--- src/rtl/core/mpq_meta_ram.sv ---
`default_nettype none

// Per-level ring descriptor memory. Each entry carries a valid bit that
// reset clears, so an entry never written since reset reads as all zeros.
module mpq_meta_ram #(
  parameter int unsigned DEPTH = 32,
  parameter int unsigned WIDTH = 12
) (
  input  wire logic                     clk_i,
  input  wire logic                     rst_ni,
  input  wire logic                     rd_en_i,
  input  wire logic [$clog2(DEPTH)-1:0] rd_addr_i,
  output logic      [WIDTH-1:0]         rd_data_o,
  input  wire logic                     wr_en_i,
  input  wire logic [$clog2(DEPTH)-1:0] wr_addr_i,
  input  wire logic [WIDTH-1:0]         wr_data_i
);

  logic [WIDTH-1:0] mem [DEPTH];
  logic [DEPTH-1:0] valid_q;
  logic [WIDTH-1:0] rd_data_q;

  // Valid bits mark entries written since reset.
  always_ff @(posedge clk_i or negedge rst_ni) begin
    if (!rst_ni) begin
      valid_q <= '0;
    end else if (wr_en_i) begin
      valid_q[wr_addr_i] <= 1'b1;
    end
  end

  // Storage write port.
  always_ff @(posedge clk_i) begin
    if (wr_en_i) begin
      mem[wr_addr_i] <= wr_data_i;
    end
  end

  // Registered read; an unwritten entry reads as its reset value of zero.
  always_ff @(posedge clk_i) begin
    if (rd_en_i) begin
      rd_data_q <= valid_q[rd_addr_i] ? mem[rd_addr_i] : '0;
    end
  end

  assign rd_data_o = rd_data_q;

endmodule

`default_nettype wire

--- config.mk ---
export PLATFORM = sky130hd
export DESIGN_NAME = mpq_meta_ram
export DESIGN_NICKNAME = d
export VERILOG_FILES = /design/src/rtl/core/mpq_meta_ram.sv
export SDC_FILE = /design/constraint.sdc
export NUM_CORES = 1
export LEC_CHECK = 0
export ABC_AREA = 0
export ABC_CLOCK_PERIOD_IN_PS = 2040
export BUFFER_PORTS_ARGS = -buffer_cell sky130_fd_sc_hd__buf_2
export CORE_UTILIZATION = 25
export DETAILED_ROUTE_END_ITERATION = 6
export GPL_TIMING_DRIVEN = 0
export PLACE_DENSITY = 0.5
export SLEW_MARGIN = 20
export SYNTH_ARGS = -nofsm -noshare
export SYNTH_HDL_FRONTEND = slang
export SYNTH_SLANG_ARGS = --single-unit
--- constraint.sdc ---
create_clock -name clk_i -period 2.04 [get_ports clk_i]
set_input_delay 0.408 -clock clk_i [delete_from_list [all_inputs] [get_ports clk_i]]
set_output_delay 0.408 -clock clk_i [all_outputs]
set_load 0.02 [all_outputs]
==> out/metrics.cfg, run 1 <==
[synthesis]
syn-num-nets = 874
synth_area_leader_cell = edfxtp_1
ys_seq_elements = 428
yosysSeqAreaShare_pct = 75.51
synth_area_um2 = 16810
yosysTopAreaCellShare_pct = 70.75
yosys_warnings = 0
netlist_instances = 848
synth.avg_cell_area_um2 = 19.82
ys_top_cells_by_area = edfxtp_1 71%, mux4_2 7.0%, mux2i_1 6.0%, dfrtp_1 4.8%, a221oi_1 2.5%
yosysUniqueCellTypes = 38

[floorplanning]
die_area_um2 = 68280
fp.dieW_um = 261.3
fp.dieH_um = 261.3
std_cell_rows = 94
initial_core_util_pct = 25.43
ioPinCount = 38
core_area_um2 = 66100

[pwr]
p_int_uw = 15230
p_per_area_nw_per_um2 = 982.6
seq_power_share_pct = 51.5
p_total_uw = 19400
pwr-share-clk_pct = 41.1
peakVddDrop_uv = 596.7
power.switching_uw = 4170
pwr-share-comb_pct = 7.5
p_leak_uw = 0.006526
p_sw_share_pct = 21.49

[timing]
grt_setup_unrepaired = yes
drv_slew = 0
timing.fmax_mhz = 492.4
tightest_slew_ns = 0.8361
slew_headroom_pct = 44.26
setup_ws_ns = 0.008975
holdWs_ns = 0.2849
fin_crit_ns = 2.031
hold_viol = 0
clock_skew_ns = 0.01218
fin_crit_sh_pct = 99.56
setup_viol = 0

[grt]
grt_pass1_wl_mm = 59.55
grt_remaining_overflow = 0
grt_use_total_pct = 12.16
grt_pass1_vias = 8337
antenna_found_initial = 3
grt_max_degree = 33

[cts]
numClockSinks = 428
cts_root_buf = clkbuf_16
htree_levels = 2
insertion_delay_ns = 0.54
clk_pin_slew_worst_paths_ns = 0.06
clk_path_buf_depth = 3
cts_tree = yes
numCtsBuffers = 42

[finish]
final_cell_mix = 396 x edfxtp_1, 101 x mux2i_1, 53 x mux4_2, 45 x clkbuf_16, 41 x buf_2
final_common_cell = edfxtp_1
nNetsFinal = 958
syn_to_final_growth_pct = 17.49
post-route-util_pct = 29.88
drive_gt1_share_pct = 28.99

[status]
violations = design-rule violations
status = finished, violations left

[min_path]
min_to = rd_data_o[0]
hp-class = in -> reg
hold_start = rd_en_i
min_path_cells = 1

[critical_path]
crit_chain = buf_2 > buf_2 > clkbuf_4 > mux4_2 > o21a_1 > o32a_1 > o211a_1
start_kind = input pin
crit_family = compound AO/OA/AOI/OAI gates
crit_top_cell = buf_2
r2r-end = rd_data_o[4]
path_class = in -> reg
arrival_ns = 2.32
crit_slowest_cell = mux4_2
max_stage_delay_ns = 0.35
regToRegStartpoint = valid_q[14]
cp_max_fo = 10
r2r_cells = 6
cp.required_ns = 2.33
worst-path-buf-inv = 3
critical_path.endpoint_type = flip-flop
r2r_slack_ns = 0.02

[route]
dr.pass1.iters = 7
wl_per_cell_um = 22.46
drt-initial-drc-count = 607
ant_nets = 0
drc = 1
avgViaCountPerCell = 4.537
via_count = 8308
routed_wl_mm = 41.12

[placement]
place_hpwl_mm = 27.18
portBuffers = 36
gp_congestion = 0.8054
dp_slack_ns = -0.8874

[job]
cap_violations = 0

area by class of cell:
class / instances / area, µm²
inverters: 2 / 7.507
multi-input cells: 370 / 3914
plain buffers: 48 / 406.6
diodes: 1 / 2.502
clock inverters: 24 / 267.8
fillers: 6491 / 46350
well taps: 864 / 1081
repair buffers: 40 / 216.5
flip-flops and latches: 428 / 12690
clock buffers: 54 / 1160
layer usage:
layer | track usage [%] | vias to the layer above | routed length (µm) | part of all wire, %
met2 | 19.02 | 196 | 18900 | 46
met1 | 17.02 | 4383 | 19230 | 47
li1 | - | 3684 | - | -
met5 | 0 | - | 0 | 0
met3 | 2.313 | 45 | 1955 | 4.8
met4 | 3.844 | 0 | 1033 | 2.5
worst max path at each step:
stage	startpoint	end	slack (ns)	depth (start not counted)
after floorplan	rd_addr_i[1]	rd_data_o[0]	0.007	6
final	rd_addr_i[1]	rd_data_o[4]	0.009	7
after detailed placement	rd_addr_i[1]	rd_data_o[4]	-0.89	7
after global routing	valid_q[12]	rd_data_o[4]	-0.02	6
after CTS	rd_addr_i[0]	rd_data_o[10]	0.008	9
after global placement	rd_addr_i[1]	rd_data_o[4]	-0.89	7
cell usage after synthesis, drive strengths merged:
cell type,instances
edfxtp,396
mux2i,101
mux4,53
a221oi,48
nor2,35
dfrtp,32
or2,32
buf,26
clkbuf,22
nand3,16
a22oi,12
o211a,12
o21a,12
o21ai,12
o32a,12
nand3b,6
or3b,3
a311oi,2
mux2,2
nand2,2
nand4,2
or3,2
a31oi,1
and2,1
and2b,1
and3,1
clkinv,1
inv,1
nor2b,1
o211ai,1
cell families after synthesis:
| logic type | share of synthesized area (%) |
|---|---|
| AO/OA/AOI/OAI | 5.635 |
| buffers and inverters | 2.263 |
| flip-flops | 75.51 |
| multiplexers | 13.27 |
| AND/OR/NAND/NOR | 3.320 |
through the flow:
stage / setup TNS (ns) / cell area (µm²) / cells
after detailed placement: -150.28 / 18140 / 1748
after global routing: -0.09802 / 19750 / 1830
after CTS: 0 / 19660 / 1827
final: 0 / 19750 / 1831
after floorplan: 0 / 16810 / 848
after global placement: -227.57 / 18070 / 1748
sequential cells by signal, summed over array words and instances (netlist names):
signal	cells
valid_q	32
rd_data_o	12
mem	384
repair_timing:
action | 4_1_cts | 5_1_grt
endpoints found under the hold margin | 32 | 0
pin swaps | 0 | 2
hold buffers | 1 | 0
endpoints found under the setup margin | 25 | 8
resized for setup | 27 | 19
gates cloned | 0 | 1
buffers inserted | 0 | 2
power by group through the flow:
stage	clock [µW]	sequential, µW	combinational (µW)
finish	7970	9980	1450
global route	8460	10000	1540
CTS	8150	9980	1420
detailed placement	0	10200	1390
global placement	0	10200	1360
floorplan	0	10100	784
No activity file was read; power rests on OpenSTA's default activity.
==> run 2: changes to the inputs <==
- ABC_CLOCK_PERIOD_IN_PS: 2040 -> 2500
- CTS_CLUSTER_DIAMETER: unset -> 30
- clock period: 2.04 -> 2.5 ns (I/O delays scaled with it)
==> out/metrics.cfg, run 2 (same netlist as run 1, synthesis figures left out) <==
[critical_path]
r2r_slack_ns = 0.34  ; +0.32 ns
crit_start = rd_addr_i[1]
path_class = in -> reg
regToRegStartpoint = valid_q[13]
arrival_ns = 2.72  ; +0.40 ns
r2r_cells = 6  ; unchanged
start_kind = input pin
cp.required_ns = 2.82  ; +0.49 ns
cp_max_fo = 10  ; unchanged
r2r-end = rd_data_o[2]
worstSetupEndpoint = rd_data_o[9]
critical_path.endpoint_type = flip-flop

[timing]
tns_ns = 0  ; unchanged
setup_viol = 0  ; unchanged
holdWs_ns = 0.3451  ; +0.06014 ns
hold_viol = 0  ; unchanged
clock_skew_ns = 0.01528  ; +0.003100 ns
timing.fmax_mhz = 416.7
grt_setup_unrepaired = no
slew_headroom_pct = 45.50  ; +1.2 points
drv_slew = 0  ; unchanged
fin_crit_ns = 2.400
fin_crit_sh_pct = 95.99
tightest_slew_ns = 0.8166  ; -0.01946 ns

[finish]
syn_to_final_growth_pct = 22.30
drive_gt1_share_pct = 29.15  ; +0.16 points
nNetsFinal = 984  ; +2.7%
final_common_cell = edfxtp_1
regMostFlops = mem
insertedDiodeCount = 0  ; -1
largest_register_ff_count = 384  ; unchanged
final_cell_mix = 396 x edfxtp_1, 101 x mux2i_1, 73 x clkbuf_16, 52 x mux4_2, 48 x a221oi_1

[pwr]
p_int_uw = 14860  ; -2.5%
seq_power_share_pct = 42.8  ; -8.7 points
power.switching_uw = 4203  ; +0.80%
p_per_area_nw_per_um2 = 927.2  ; -5.6%
p_leak_uw = 0.006916  ; +6.0%
p_total_uw = 19060  ; -1.8%
peakVddDrop_uv = 609.1  ; +2.1%
pwr-share-clk_pct = 51.3  ; +10 points
pwr-share-comb_pct = 5.9  ; -1.6 points
p_sw_share_pct = 22.05  ; +0.56 points

[placement]
place_hpwl_mm = 27.18  ; unchanged
gp_congestion = 0.8054  ; unchanged
portBuffers = 36  ; unchanged

[cts]
cts_setup_buffers = 0  ; unchanged
htree_levels = 3  ; +1
clk_pin_slew_worst_paths_ns = 0.05  ; about the same
numCtsBuffers = 71  ; +69%
ctsResizeCount = 0  ; -100%
insertion_delay_ns = 0.58  ; +0.04 ns
clk_path_buf_depth = 3  ; unchanged
cts_root_buf = clkbuf_16
hold_buffers = 1  ; unchanged
cts_tree = yes
numClockSinks = 428  ; unchanged

[grt]
antenna_found_initial = 4  ; +1
grt_remaining_overflow = 0  ; unchanged
top_usage_layer = met2
met2_usage_pct = 18.94  ; -0.081 points
grt_pass1_wl_mm = 60.76  ; +2.0%
grt_pass1_vias = 8746  ; +4.9%
use_met3_pct = 2.371  ; +0.058 points
grt_max_degree = 33  ; unchanged
use_met1_pct = 17.17  ; +0.15 points
grt_use_total_pct = 12.49  ; +0.32 points

[route]
via_count = 8447  ; +1.7%
drt-initial-drc-count = 533  ; -12%
ant_nets = 0  ; unchanged
wl_per_cell_um = 22.22  ; -1.0%
routed_wl_mm = 41.69  ; +1.4%
drc = 0  ; -1
avgViaCountPerCell = 4.503  ; -0.77%
dr.pass1.iters = 7  ; unchanged

[floorplanning]
initial_core_util_pct = 25.43  ; unchanged
std_cell_rows = 94  ; unchanged
fp.dieW_um = 261.3  ; unchanged
die_area_um2 = 68280  ; unchanged
fp.dieH_um = 261.3  ; unchanged
ioPinCount = 38  ; unchanged
core_area_um2 = 66100  ; unchanged

[min_path]
hp-class = in -> reg

[job]
cap_violations = 0  ; unchanged

[status]
status = finished clean

==> run 2: cell count changes in the layout (fill, tap and decap cells not counted), moves of 3 or more <==
cell,change
o211a_1,+3
a221oi_2,-10
inv_6,+16
a221oi_1,+10
clkbuf_16,+28
clkinv_2,-5
clkbuf_1,+13
clkbuf_2,-9
o211a_4,-3
buf_4,-4
bufinv_16,+3
clkbuf_4,-3
==> run 2: layer usage <==
metal	up-vias	wire (µm)
met5	-	13
met4	2	1384
met3	53	2092
li1	3765	-
met1	4398	19400
met2	229	18800
==> run 2: worst max-delay path, stage by stage <==
cell	delay [ns]
buf_2	0.17
buf_2	0.29
clkbuf_1	0.59
mux4_2	0.46
o32a_1	0.43
o211a_1	0.28
==> run 2: how the worst min path moves through the flow <==
stage / slack, ns / start / cells after the start / endpoint
detailed placement: 0.45 / valid_q[2] / 1 / valid_q[2]
global placement: 0.44 / valid_q[12] / 1 / valid_q[12]
floorplan: 0.20 / rst_ni / 0 / valid_q[0]
finish: 0.35 / rd_en_i / 1 / rd_data_o[5]
CTS: 0.33 / rd_en_i / 1 / rd_data_o[4]
global route: 0.34 / rd_en_i / 1 / rd_data_o[5]
==> run 2: cell type report <==
type	instances	area, µm²
multi-input cells	370	3816
inverters	2	7.507
flip-flops and latches	428	12690
clock inverters	44	523.0
clock buffers	83	1874
plain buffers	48	372.9
fillers	6437	45540
well taps	864	1081
repair buffers	37	190.2
==> run 2: through the flow <==
stage / area [µm²] / utilization (%) / instances / setup WS (ns)
2_1_floorplan: 16810 / - / 848 / 0.3751
3_3_place_gp: 18070 / 27.34 / 1748 / -0.5177
3_5_place_dp: 18140 / 27.45 / 1748 / -0.5194
4_1_cts: 20550 / 31.09 / 1876 / 0.09290
5_1_grt: 20560 / 31.10 / 1876 / 0.02364
6_report: 20560 / 31.10 / 1876 / 0.1002
==> run 2: power groups by stage <==
| stage | clock (µW) | combinational (µW) | sequential [µW] |
|---|---|---|---|
| 2_1_floorplan | 0 | 639 | 8280 |
| 3_3_place_gp | 0 | 1110 | 8280 |
| 3_5_place_dp | 0 | 1140 | 8290 |
| 4_1_cts | 9930 | 1140 | 8160 |
| 5_1_grt | 10200 | 1200 | 8180 |
| 6_report | 9770 | 1130 | 8160 |
==> run 3: changes to the inputs <==
- CORE_ASPECT_RATIO: unset -> 0.9
==> out/metrics.cfg, run 3 (same netlist as run 1, synthesis figures left out) <==
[status]
status = finished clean

[placement]
portBuffers = 36  ; unchanged
dp_slack_ns = -0.5015  ; +0.01783 ns
place_hpwl_mm = 27.20  ; about the same
gp_congestion = 0.8647  ; +7.4%

[finish]
layout.area.seq_um2 = 12690  ; unchanged
n_fill_cell = 6293  ; -2.2%
multiInputGateArea_um2 = 3814  ; about the same
drive_gt1_share_pct = 30.58  ; +1.4 points
largest_register_ff_count = 384  ; unchanged
final_cell_mix = 396 x edfxtp_1, 101 x mux2i_1, 87 x clkbuf_16, 52 x mux4_2, 48 x a221oi_1
nNetsFinal = 998  ; +1.4%
insertedDiodeCount = 0  ; unchanged
final_common_cell = edfxtp_1
syn_to_final_growth_pct = 25.01
regMostFlops = mem

[timing]
setup_ws_ns = 0.08290  ; -0.01734 ns
holdWs_ns = 0.3217  ; -0.02337 ns
slew_headroom_pct = 29.84  ; -16 points
hold_viol = 0  ; unchanged
setup_viol = 0  ; unchanged
timing.fmax_mhz = 413.7  ; -0.72%
grt_setup_unrepaired = no
fin_crit_ns = 2.417  ; +0.01734 ns
drv_slew = 0  ; unchanged
fin_crit_sh_pct = 96.68  ; +0.69 points
clock_skew_ns = 0.01424  ; -0.001034 ns
tightest_slew_ns = 1.049  ; +0.2319 ns

[cts]
clk_pin_slew_worst_paths_ns = 0.05  ; about the same
insertion_delay_ns = 0.59  ; about the same
cts_tree = yes
numCtsBuffers = 85  ; +20%
ctsResizeCount = 0  ; unchanged
numClockSinks = 428  ; unchanged
clk_path_buf_depth = 3  ; unchanged
htree_levels = 3  ; unchanged
cts_root_buf = clkbuf_16

[floorplanning]
initial_core_util_pct = 25.45  ; about the same
fp.dieW_um = 275.3  ; +5.4%
core_area_um2 = 66030  ; about the same
die_area_um2 = 68280  ; about the same
ioPinCount = 38  ; unchanged
std_cell_rows = 89  ; -5.3%
fp.dieH_um = 248.0  ; -5.1%

[grt]
grt_use_total_pct = 12.66  ; +0.18 points
grt_pass1_vias = 9006  ; +3.0%
grt_max_degree = 33  ; unchanged
grt_pass1_wl_mm = 61.92  ; +1.9%
grt_remaining_overflow = 0  ; unchanged
antenna_found_initial = 4  ; unchanged

[critical_path]
start_kind = input pin
arrival_ns = 2.74  ; +0.02 ns
r2r_slack_ns = 0.38  ; +0.04 ns
cp_max_fo = 10  ; unchanged
crit_chain = buf_2 > buf_2 > and2b_1 > clkbuf_1 > a221oi_1 > o32a_1 > o211a_1
critical_path.endpoint_type = flip-flop
max_stage_delay_ns = 0.46  ; -0.13 ns
crit_family = buffers and inverters
crit_slowest_cell = clkbuf_1
crit_top_cell = buf_2
worst-path-buf-inv = 3  ; unchanged
path_class = in -> reg
cp.required_ns = 2.82  ; about the same

[route]
drt-initial-drc-count = 683  ; +28%
drc = 0  ; unchanged
wl_per_cell_um = 22.28  ; +0.23%
dr.pass1.iters = 5  ; -2
avgViaCountPerCell = 4.538  ; +0.79%
via_count = 8641  ; +2.3%
ant_nets = 0  ; unchanged
routed_wl_mm = 42.41  ; +1.7%

[min_path]
hp-class = in -> reg

[pwr]
p_leak_uw = 0.007119  ; +2.9%
peakVddDrop_uv = 477.9  ; -22%
p_per_area_nw_per_um2 = 973.8  ; +5.0%

[job]
cap_violations = 0  ; unchanged

-- run 3: cell count changes in the layout (fill, tap and decap cells not counted), moves of 2 or more --
cell | before | now
clkbuf_16 | 73 | 87
inv_6 | 16 | 4
clkinv_2 | 4 | 14
clkinvlp_4 | 3 | 12
clkinv_1 | 9 | 17
clkbuf_1 | 31 | 27
bufinv_16 | 9 | 12
clkinv_4 | 2 | 5
inv_8 | 2 | 0
-- run 3: power breakdown --
| part | leakage [µW] | switching [µW] | total, µW | internal (µW) |
|---|---|---|---|---|
| Clock | 0.00137 | 3620 | 11200 | 7550 |
| Sequential | 0.00395 | 91.1 | 8160 | 8070 |
| Combinational | 0.00180 | 691 | 1130 | 439 |
| Total | 0.00712 | 4400 | 20500 | 16100 |
-- run 3: what timing repair did --
action                    CTS  global route
hold buffers                1             0
buffers inserted            0             0
hold endpoints to repair   16             0
-- run 3: cell type report --
cell class / instances / share of cell area, %
clock inverters: 63 / 3.138
flip-flops and latches: 428 / 60.40
plain buffers: 48 / 1.774
inverters: 2 / 0.03573
clock buffers: 92 / 10.45
multi-input cells: 370 / 18.15
repair buffers: 37 / 0.9051
well taps: 864 / 5.145
-- run 3: final timing paths --
kind / start / endpoint / cells after the start
min in group asynchronous: rst_ni / valid_q[21] / 2
max in group asynchronous: rst_ni / valid_q[15] / 2
max: rd_addr_i[1] / rd_data_o[5] / 7
min reg2reg: valid_q[13] / valid_q[13] / 1
min: rd_en_i / rd_data_o[7] / 1
max reg2reg: valid_q[13] / rd_data_o[1] / 6
-- run 3: metrics by stage --
stage               total power [µW]  util [%]  setup TNS [ns]  instances  cell area [µm²]
floorplan                       8918         -               0        848            16810
global placement                9400     27.36          -62.79       1748            18070
detailed placement              9425     27.48          -17.47       1748            18140
CTS                            20640     31.82               0       1904            21010
global route                   21020     31.82               0       1904            21010
finish                         20460     31.82               0       1904            21010
-- run 3: worst register-to-register path: stages (launching register included) --
cell and delay [ns]:
dfrtp_1 0.36, mux4_1 0.59, mux2_2 0.31, nand3_2 0.08
nand4_2 0.17, buf_6 0.19, o211a_1 0.15
-- run 3: per-layer routing --
layer	vias to the layer above	global-route usage, %	part of all wire, %
li1	3796	-	-
met2	215	18.19	43
met5	-	0	0.094
met3	81	2.496	5.0
met1	4543	18.42	48
met4	6	5.476	3.0
